File: src/design/sks_pkg.sv
// ----------------------------------------------------------------------------
// sks_pkg
// Shared types and constants of the sharded key set: field widths and the
// operation codes carried on the request channel.
// ----------------------------------------------------------------------------
package sks_pkg;

   localparam int KEY_W = 31;
   localparam int OP_W  = 2;

   typedef logic [KEY_W-1:0] key_type;
   typedef logic [OP_W-1:0]  op_type;

   localparam op_type OP_INSERT = 2'd0;
   localparam op_type OP_SEARCH = 2'd1;
   localparam op_type OP_DELETE = 2'd2;

endpackage

File: src/design/sks_mod_unit.sv
// ----------------------------------------------------------------------------
// sks_mod_unit
// Residue of a key by a constant divisor through a reciprocal multiply:
// quotient from the high product bits, residue from the low bits of
// key minus quotient times divisor. Key, product and residue are registered
// in turn, the key also feeding the residue, so it takes one key at a time.
module sks_mod_unit
   import sks_pkg::*;
#(
   parameter int DIVISOR = 4
) (
   input  logic                                     clock,
   input  logic                                     reset,
   input  logic                                     start,
   input  key_type                                  key,
   output logic                                     done,
   output logic [(DIVISOR > 1 ? $clog2(DIVISOR) : 1)-1:0] residue
);

   localparam int RW = (DIVISOR > 1) ? $clog2(DIVISOR) : 1;
   localparam int SH = (DIVISOR > 1) ? $clog2(DIVISOR) : 0;   // extra shift
   localparam int MW = 32;                                     // reciprocal width
   localparam int PW = KEY_W + MW;
   // ceil(2^(KEY_W+SH) / DIVISOR): exact quotient for every key value
   localparam logic [63:0] RECIP_WIDE =
      ((64'd1 << (KEY_W + SH)) + 64'(DIVISOR) - 64'd1) / 64'(DIVISOR);
   localparam logic [MW-1:0] RECIP  = MW'(RECIP_WIDE);
   localparam logic [RW-1:0] DIV_LO = RW'(DIVISOR);

   key_type       key_ff, key_in;
   logic [PW-1:0] prod_ff, prod_in;
   logic [RW-1:0] rem_ff, rem_in;
   logic [RW-1:0] quot_lo;
   logic          s1_ff, s2_ff, done_ff;   // stage valids

   assign key_in  = start ? key : key_ff;
   assign prod_in = PW'(key_ff) * PW'(RECIP);
   assign quot_lo = prod_ff[KEY_W+SH +: RW];
   // residue is below the divisor, so its low bits are the whole value
   assign rem_in  = key_ff[RW-1:0] - RW'(quot_lo * DIV_LO);

   always_ff @(posedge clock) begin
      if (reset) begin
         s1_ff   <= 1'b0;
         s2_ff   <= 1'b0;
         done_ff <= 1'b0;
      end else begin
         s1_ff   <= start;
         s2_ff   <= s1_ff;
         done_ff <= s2_ff;
      end
      key_ff  <= key_in;
      prod_ff <= prod_in;
      rem_ff  <= rem_in;
   end

   assign done    = done_ff;
   assign residue = rem_ff;

endmodule

File: config.mk
export PLATFORM = sky130hd
export DESIGN_NAME = sks_mod_unit
export DESIGN_NICKNAME = d
export VERILOG_FILES = /design/src/design/sks_pkg.sv /design/src/design/sks_mod_unit.sv
export SDC_FILE = /design/constraint.sdc
export NUM_CORES = 1
export LEC_CHECK = 0
export ABC_AREA = 1
export BUFFER_PORTS_ARGS = -buffer_cell sky130_fd_sc_hd__buf_2
export CORE_AREA = 5 5 42 44
export DETAILED_ROUTE_END_ITERATION = 7
export DIE_AREA = 0 0 47 49
export GPL_TIMING_DRIVEN = 1
export PLACE_DENSITY = 0.59
export REMOVE_ABC_BUFFERS = 1
export SYNTH_ARGS = -nofsm -noshare
export SYNTH_HDL_FRONTEND = slang
export SYNTH_SLANG_ARGS = --single-unit
File: constraint.sdc
create_clock -name clock -period 0.8 [get_ports clock]
set_clock_uncertainty 0.1 [all_clocks]
set_input_delay 0.04 -clock clock [delete_from_list [all_inputs] [get_ports clock]]
set_output_delay 0.04 -clock clock [all_outputs]
set_load 0.005 [all_outputs]
======== Word-level counts from Yosys, hierarchy flattened ========
Index checks and enable logic that the tools add are counted.
word-level totals
  flip-flop bits (word level) ............. 7
  input bits .............................. 34
  output and inout port bits .............. 3
  word-level logic and storage cells ...... 5

======== Logic depth before layout (Yosys ltp) ========
Gate-level depths: netlist of run 1.
  word-level depth ........................ 0
  mapped depth ............................ 2
  mapped depth without buffers ............ 2

======== Worst setup path before layout of run 1 ========
OpenSTA, ideal clock, no wires.
  kind .................................... register to register
  start ................................... register key_ff[0]
  end ..................................... register rem_ff[0], in the netlist residue[0]
  library setup time ...................... 0.127 ns
  data arrival time ....................... 0.323 ns
  data required time ...................... 0.573 ns
  setup slack ............................. 0.250 ns
  cell stages (with the launch flop) ...... 1
  buffers on the path ..................... 0
  clock period less this slack ............ 0.550 ns
  cells stage by stage .................... edfxtp_1
RTL lines
  item                      line                source
  start: declaration        sks_mod_unit.sv:30  key_type key_ff, key_in;
  start signal: assignment  sks_mod_unit.sv:52  key_ff <= key_in;
  end signal: assignment    sks_mod_unit.sv:54  rem_ff <= rem_in;
  end: declaration          sks_mod_unit.sv:32  logic [RW-1:0] rem_ff, rem_in;
No word-level cell between the ends.

======== Worst setup path after layout of run 1 ========
  start ................................... register rem_ff[1], in the netlist residue[1]
  end ..................................... output residue[1] (netlist bit)
RTL lines
  item              line                source
  end: declaration  sks_mod_unit.sv:17  output logic [(DIVISOR > 1 ? $clog2(DIVISOR) : 1)-1:0] residue
No word-level cell between the ends.

==> flow_summary.yaml, run 1 <==
clock_network:
  clock_latency_ns: 0.25
  cts_tree: "yes"
  cts_htree_levels: 1
  cts-root-buf: "clkbuf_4"
  clk_path_buf_depth: 2
  postCtsHoldBufs: 4
  clkSinkCount: 7
  post_cts_buffers: 0
  cts_made_buffers: 3
  clkTransAtPathRegs_ns: 0.05
finish:
  nets: 63
  drive_gt1_frac: 0.3929
  seqCellArea_um2: 161.4
  synthToLayoutAreaGrowth_pct: 70.55
  instances_no_fill: 44
  multi_input_area_um2: 11.26
  fill_cells: 159
  n_antenna_cell: 0
  fin_area_um2: 311.5
critical_path:
  slowest_stage: "dfxtp_2"
  crit_family: "flip-flops"
  worstSetupEndpointType: "primary output"
  path_cells: "buf_6"
  criticalPathCategory: "reg -> out"
  cp_max_fo: 1
  critPathArrivalTime_ns: 0.66
  slowest_delay_ns: 0.31
  crit_buf_inv: 1
  r2r_slack_ns: 0.23
  cp_data_required_time_ns: 0.66
  crit_path_start_kind: "flop"
power_and_ir_drop:
  p_comb_frac: 0.062
  switching_share: 0.1934
  switchingPower_w: 0.0001465
  p_int_w: 0.0006110
  ir_drop_v: 0.0007080
  p_clk_frac: 0.418
  leakage_nw: 0.1398
  seqPwrFrac: 0.520
  power_density_nw_per_um2: 2431
sta:
  timing.hold.ws_ns: -0.07217
  finalSetupViolCount: 0
  tightest_slew_ns: 0.06477
  max_freq_mhz: 1254
  maxSlewHeadroom: 0.9567
  rsz0062_at_grt: "true"
  setup_ws_ns: 0.002337
  final_hold_viol_count: 2
  min_period_over_period: 0.9971
  finalMaxSlewViolations: 0
  timing.final.crit_period_ns: 0.7977
synth:
  synth_top_area_frac: 0.5479
  ys_async_sr_fraction: 0
  synthCells: 13
  yosysUniqueCellTypes: 4
  synth_most_common_cell: "dfxtp_1"
  synth_area_leader_cell: "dfxtp_1"
  yosys-top-cells-count: "dfxtp_1 (5), inv_1 (3), nor2_1 (3)"
  synth_area_um2: 182.7
  synth_seq_area_share: 0.8767
  synth_edf_count: 2
  avgSynthCellArea_um2: 14.05
  synthFlopType: "dfxtp_1"
  netlist_top_cells_area: "dfxtp_1 (55%), edfxtp_1 (33%), inv_1 (6.2%)"
  yosys_warnings: 0
  ys_ff_latch: 7
placed_design:
  io_buffer_count: 7
  dpl_cell_area_um2: 237.7
  gp_congestion: 0.5702
  post-place-ws_ns: 0.2384
  dp.cells: 36
  hpwl_um: 200.7
global_routing:
  grt_pass1_vias: 147
  antenna_found_initial: 0
  met2_usage: 0.03394
  grtUsageTotal: 0.03890
  grt_max_degree: 5
  top_usage_layer: "met4"
  grt.met3_usage: 0.03321
  grt_pass1_wl_um: 552
  grt_util_met1: 0.03563
  overflow: 0
drt:
  firstDrtPassIters: 1
  detailroute.via_count: 128
  first_iter_violations: 0
  drc_errors: 0
  wl_per_cell_um: 6.523
  drt_wl_total_um: 287
  vias_per_cell: 2.909
  ant_nets: 0
floorplan:
  die_area_um2: 2303
  fp.dieH_um: 49
  initial_utilization: 0.1304
  placementRows: 14
  die-width_um: 47
  io_pins: 37
  coreArea_um2: 1401
run_status:
  status: "finished, violations left"
  violations: "hold timing"
min_path:
  hold_path.class: "in -> reg"
job:
  cap_violations: 0
-- power by group through the flow --
stage | logic, W | clock network, W | registers, W
after global placement | 0.0000280 | 0 | 0.000399
after floorplan | 0.00000453 | 0 | 0.000401
after detailed placement | 0.0000284 | 0 | 0.000400
after CTS | 0.0000430 | 0.000335 | 0.000392
final | 0.0000467 | 0.000317 | 0.000394
after global routing | 0.0000523 | 0.000352 | 0.000397
-- layer usage --
layer / share of wire / up-vias
li1: - / 67
met5: 0 / -
met4: 0.052 / 0
met3: 0.21 / 2
met1: 0.43 / 49
met2: 0.31 / 10
-- logic make-up (layout without fill, tap and decap cells) --
logic type,after synthesis,count (layout),synth area share
flip-flops,7,7,0.8767
AND/OR/NAND/NOR,3,3,0.06164
buffers and inverters,3,18,0.06164
-- through the flow --
step / power (W) / setup TNS (ns) / utilization
after floorplan: 0.0004055 / 0 / -
after global placement: 0.0004273 / 0 / 0.1696
after global routing: 0.0008009 / -0.08862 / 0.2223
after detailed placement: 0.0004283 / 0 / 0.1696
final: 0.0007575 / 0 / 0.2223
after CTS: 0.0007701 / -0.02494 / 0.2170
-- layout make-up --
type                            count  share of cell area
Sequential cell                     7              0.5181
Timing Repair Buffer               11              0.2610
Clock buffer                        4             0.08434
Tap cell                           16             0.06426
Multi-Input combinational cell      3             0.03614
Inverter                            3             0.03614
-- worst paths after layout --
path	end	depth (start not counted)	startpoint
max	residue[1]	1	residue[1]$_DFF_P_
min	key_ff[0]$_DFFE_PP_	1	start
max reg2reg	residue[1]$_DFF_P_	0	key_ff[1]$_DFFE_PP_
min reg2reg	residue[0]$_DFF_P_	0	key_ff[0]$_DFFE_PP_
-- sequential cells by signal (all words and copies together), names as in the netlist --
register / flops
done: 1
key_ff: 2
residue: 2
s1_ff: 1
s2_ff: 1
-- repair_timing --
action                                 in CTS  in global routing
pin swaps                                   0                  0
setup endpoints to repair                   3                  3
endpoints found under the hold margin       7                  2
resized for setup                           0                  2
-- cells in the final DEF (no fill, tap or decap) --
master	count
dfxtp_2	1
buf_6	1
dlygate4sd3_1	4
clkbuf_1	1
nor2_1	3
dfxtp_1	4
buf_2	6
inv_1	3
clkbuf_4	3
edfxtp_1	2
Note: power is estimated with default switching activity, not from simulation.
==> inputs of run 2 (changes only) <==
- PLACE_DENSITY: 0.59 -> 0.57
- clock period: 0.8 -> 1 ns (I/O delays scaled with it)
==> flow_summary.yaml, run 2 (synthesis gave the netlist of run 1 again) <==
drt:
  firstDrtPassIters: 1
  wl_per_cell_um: 7.045
  drc_errors: 0
  ant_nets: 0
  vias_per_cell: 2.977
  first_iter_violations: 0
  detailroute.via_count: 131
  drt_wl_total_um: 310
placed_design:
  io_buffer_count: 7
  gp_congestion: 0.5806
  dp.cells: 36
  hpwl_um: 201.1
  post-place-ws_ns: 0.4385
critical_path:
  crit_path_end: "key_ff[0]$_DFFE_PP_"
  timing.rr.start: "key_ff[1]$_DFFE_PP_"
  critPathArrivalTime_ns: 0.69
  crit_start: "start"
  slowest_delay_ns: 0.52
  cp_data_required_time_ns: 0.86
  path_depth: 2
  cp_max_fo: 3
  slowest_stage: "dlygate4sd3_1"
  crit_family: "buffers and inverters"
  r2r_slack_ns: 0.43
  worstSetupEndpointType: "flop"
  rr_endpoint: "residue[1]$_DFF_P_"
  criticalPathCategory: "in -> reg"
  crit_buf_inv: 2
  crit_path_start_kind: "input pin"
  rr_worst_depth: 0
  path_cells: "dlygate4sd3_1 > buf_2"
sta:
  finalMaxSlewViolations: 0
  maxSlewHeadroom: 0.9552
  max_freq_mhz: 1205
  min_period_over_period: 0.8302
  finalSetupViolCount: 0
  rsz0062_at_grt: "false"
  tns_ns: 0
  setup_ws_ns: 0.1698
  timing.final.crit_period_ns: 0.8302
  tightest_slew_ns: 0.06701
  final_hold_viol_count: 0
global_routing:
  grtUsageTotal: 0.03960
  grt_pass1_vias: 149
  overflow: 0
  grt_max_degree: 5
  antenna_found_initial: 0
  grt_pass1_wl_um: 558
floorplan:
  fp.dieH_um: 49
  coreArea_um2: 1401
  initial_utilization: 0.1304
  die_area_um2: 2303
  io_pins: 37
  die-width_um: 47
  placementRows: 14
clock_network:
  postCtsHoldBufs: 4
  clkTransAtPathRegs_ns: 0.05
  cts_resized: 0
  cts_made_buffers: 3
  post_cts_buffers: 0
  cts_htree_levels: 1
  clock_latency_ns: 0.25
  cts_tree: "yes"
  clkSinkCount: 7
  clk_path_buf_depth: 2
  cts-root-buf: "clkbuf_4"
run_status:
  status: "completed"
finish:
  nets: 63
  multi_input_area_um2: 11.26
  n_antenna_cell: 0
  final_util: 0.2170
  drive_gt1_frac: 0.3571
  seqCellArea_um2: 160.2
  synthToLayoutAreaGrowth_pct: 66.44
  instances_no_fill: 44
  layout_common_cells: "buf_2 (7), dfxtp_1 (5), dlygate4sd3_1 (4)"
  final_common_cell: "buf_2"
  fill_cells: 163
min_path:
  hold_path.class: "reg -> reg"
power_and_ir_drop:
  switchingPower_w: 0.0001177
  leakage_nw: 0.1377
  power_density_nw_per_um2: 1981
  p_clk_frac: 0.422
  p_comb_frac: 0.057
  ir_drop_v: 0.0005456
  switching_share: 0.1954
  p_int_w: 0.0004846
  seqPwrFrac: 0.521
job:
  cap_violations: 0
## run 2: cell counts in the layout (fill, tap and decap cells not counted)
Identical to the previous run, type by type.
## run 2: per-stage QoR
step	area (µm²)	power [W]	hold WS, ns
floorplan	182.7	0.0003244	0.02118
global placement	237.7	0.0003419	0.1281
detailed placement	237.7	0.0003427	0.1298
CTS	304.0	0.0006159	0.2417
global route	304.0	0.0006365	0.2595
finish	304.0	0.0006024	0.2410
## run 2: worst min-delay path by stage
stage / end / depth (start not counted) / slack [ns] / start
global placement: key_ff[0]$_DFFE_PP_ / 1 / 0.13 / key[0]
finish: residue[0]$_DFF_P_ / 0 / 0.24 / key_ff[0]$_DFFE_PP_
global route: residue[0]$_DFF_P_ / 0 / 0.26 / key_ff[0]$_DFFE_PP_
CTS: residue[0]$_DFF_P_ / 0 / 0.24 / key_ff[0]$_DFFE_PP_
floorplan: s1_ff$_SDFF_PP0_ / 1 / 0.02 / reset
detailed placement: key_ff[0]$_DFFE_PP_ / 1 / 0.13 / key[0]
## run 2: final cells by class
type,count,share of cell area
Sequential cell,7,0.5267
Timing Repair Buffer,11,0.2469
Clock buffer,4,0.08642
Tap cell,16,0.06584
Multi-Input combinational cell,3,0.03704
Inverter,3,0.03704
## run 2: power groups by stage
| stage | sequential (W) | combinational [W] | clock [W] |
|---|---|---|---|
| 6_report | 0.000314 | 0.0000341 | 0.000254 |
| 5_1_grt | 0.000316 | 0.0000384 | 0.000282 |
| 4_1_cts | 0.000314 | 0.0000344 | 0.000268 |
| 3_5_place_dp | 0.000320 | 0.0000227 | 0 |
| 3_3_place_gp | 0.000320 | 0.0000221 | 0 |
| 2_1_floorplan | 0.000321 | 0.00000363 | 0 |
## run 2: layer usage
layer	vias up	global-route usage	wire, µm
met5	-	0	0
met3	2	0.02952	60
met2	10	0.03620	111
met1	52	0.03786	121
li1	67	-	-
met4	0	0.06912	15
==> inputs of run 3 (changes only) <==
- clock period: 1 -> 0.8 ns (I/O delays scaled with it)
==> flow_summary.yaml, run 3 (synthesis gave the netlist of run 1 again) <==
run_status:
  status: "finished, violations left"
  violations: "hold timing, setup timing"
clock_network:
  clock_latency_ns: 0.25
  cts_made_buffers: 3
  cts_htree_levels: 1
  cts-root-buf: "clkbuf_4"
  cts_tree: "yes"
  clkTransAtPathRegs_ns: 0.05
  post_cts_buffers: 0
  clk_path_buf_depth: 2
  postCtsHoldBufs: 4
  clkSinkCount: 7
finish:
  final_common_cell: "buf_2"
  fill_cells: 167
  instances_no_fill: 44
  n_antenna_cell: 0
  layout_common_cells: "buf_2 (7), dfxtp_1 (4), dlygate4sd3_1 (4)"
  synthToLayoutAreaGrowth_pct: 67.12
  nets: 63
  drive_gt1_frac: 0.3929
sta:
  rsz0062_at_grt: "true"
  final_hold_viol_count: 2
  finalSetupViolCount: 1
  finalMaxSlewViolations: 0
  timing.hold.ws_ns: -0.07393
  maxSlewHeadroom: 0.9555
  min_period_over_period: 1.008
  setup_ws_ns: -0.006174
  tightest_slew_ns: 0.06658
  timing.final.crit_period_ns: 0.8062
  max_freq_mhz: 1240
global_routing:
  grt_pass1_wl_um: 558
  antenna_found_initial: 0
  grt_max_degree: 5
  overflow: 0
  grtUsageTotal: 0.03960
  grt_pass1_vias: 141
min_path:
  hold_path.class: "in -> reg"
placed_design:
  io_buffer_count: 7
  dp.cells: 36
  gp_congestion: 0.5806
  hpwl_um: 201.1
  post-place-ws_ns: 0.2385
floorplan:
  die_area_um2: 2303
  initial_utilization: 0.1304
  fp.dieH_um: 49
  io_pins: 37
  coreArea_um2: 1401
  die-width_um: 47
  placementRows: 14
power_and_ir_drop:
  power_density_nw_per_um2: 2469
  switchingPower_w: 0.0001473
  ir_drop_v: 0.0006711
  p_clk_frac: 0.422
  seqPwrFrac: 0.521
  switching_share: 0.1954
  finalPower_w: 0.0007539
  p_comb_frac: 0.057
  p_int_w: 0.0006066
  leakage_nw: 0.1377
drt:
  first_iter_violations: 0
  wl_per_cell_um: 7.091
  drc_errors: 0
  drt_wl_total_um: 312
  ant_nets: 0
  firstDrtPassIters: 1
  detailroute.via_count: 131
  vias_per_cell: 2.977
critical_path:
  crit_family: "flip-flops"
  cp_data_required_time_ns: 0.66
  worstSetupEndpointType: "primary output"
  slowest_stage: "dfxtp_2"
  path_cells: "buf_2"
  critPathArrivalTime_ns: 0.67
  crit_path_start_kind: "flop"
  cp_max_fo: 1
  criticalPathCategory: "reg -> out"
  crit_buf_inv: 1
  slowest_delay_ns: 0.31
job:
  cap_violations: 0
## run 3: metal layers
layer | share of wire | vias up | track usage
met4 | 0.048 | 0 | 0.06912
met1 | 0.38 | 52 | 0.03786
met3 | 0.23 | 2 | 0.03321
met5 | 0 | - | 0
met2 | 0.34 | 10 | 0.03394
li1 | - | 67 | -
## run 3: final cells by class
cell class	count	area, µm²	share of cell area
timing repair buffer	11	75.07	0.2459
clock buffer	4	26.28	0.08607
sequential	7	161.4	0.5287
tap	16	20.02	0.06557
inverter	3	11.26	0.03689
multi-input combinational	3	11.26	0.03689
## run 3: power by group through the flow
stage                     Combinational [W]  Clock (W)  Sequential [W]
after detailed placement          0.0000284          0        0.000400
after CTS                         0.0000430   0.000334        0.000392
after global placement            0.0000276          0        0.000400
after floorplan                  0.00000453          0        0.000401
final                             0.0000429   0.000318        0.000393
after global routing              0.0000480   0.000353        0.000396
## run 3: through the flow
| step | util | area, µm² | setup TNS, ns |
|---|---|---|---|
| after CTS | 0.2170 | 304.0 | -0.02534 |
| after floorplan | - | 182.7 | 0 |
| final | 0.2179 | 305.3 | -0.006174 |
| after global placement | 0.1696 | 237.7 | 0 |
| after detailed placement | 0.1696 | 237.7 | 0 |
| after global routing | 0.2179 | 305.3 | -0.09103 |
## run 3: timing repair
item,4_1_cts,5_1_grt
endpoints found under the setup margin,3,3
resized for setup,0,1
gates cloned,0,0
endpoints found under the hold margin,7,2
pin swaps,0,0
## run 3: final timing paths
kind	slack (ns)	from	cells after the start	endpoint
max	-0.006	residue[1]$_DFF_P_	1	residue[1]
min reg2reg	0.24	key_ff[0]$_DFFE_PP_	0	residue[0]$_DFF_P_
min	-0.07	start	1	key_ff[1]$_DFFE_PP_
max reg2reg	0.23	key_ff[1]$_DFFE_PP_	0	residue[1]$_DFF_P_
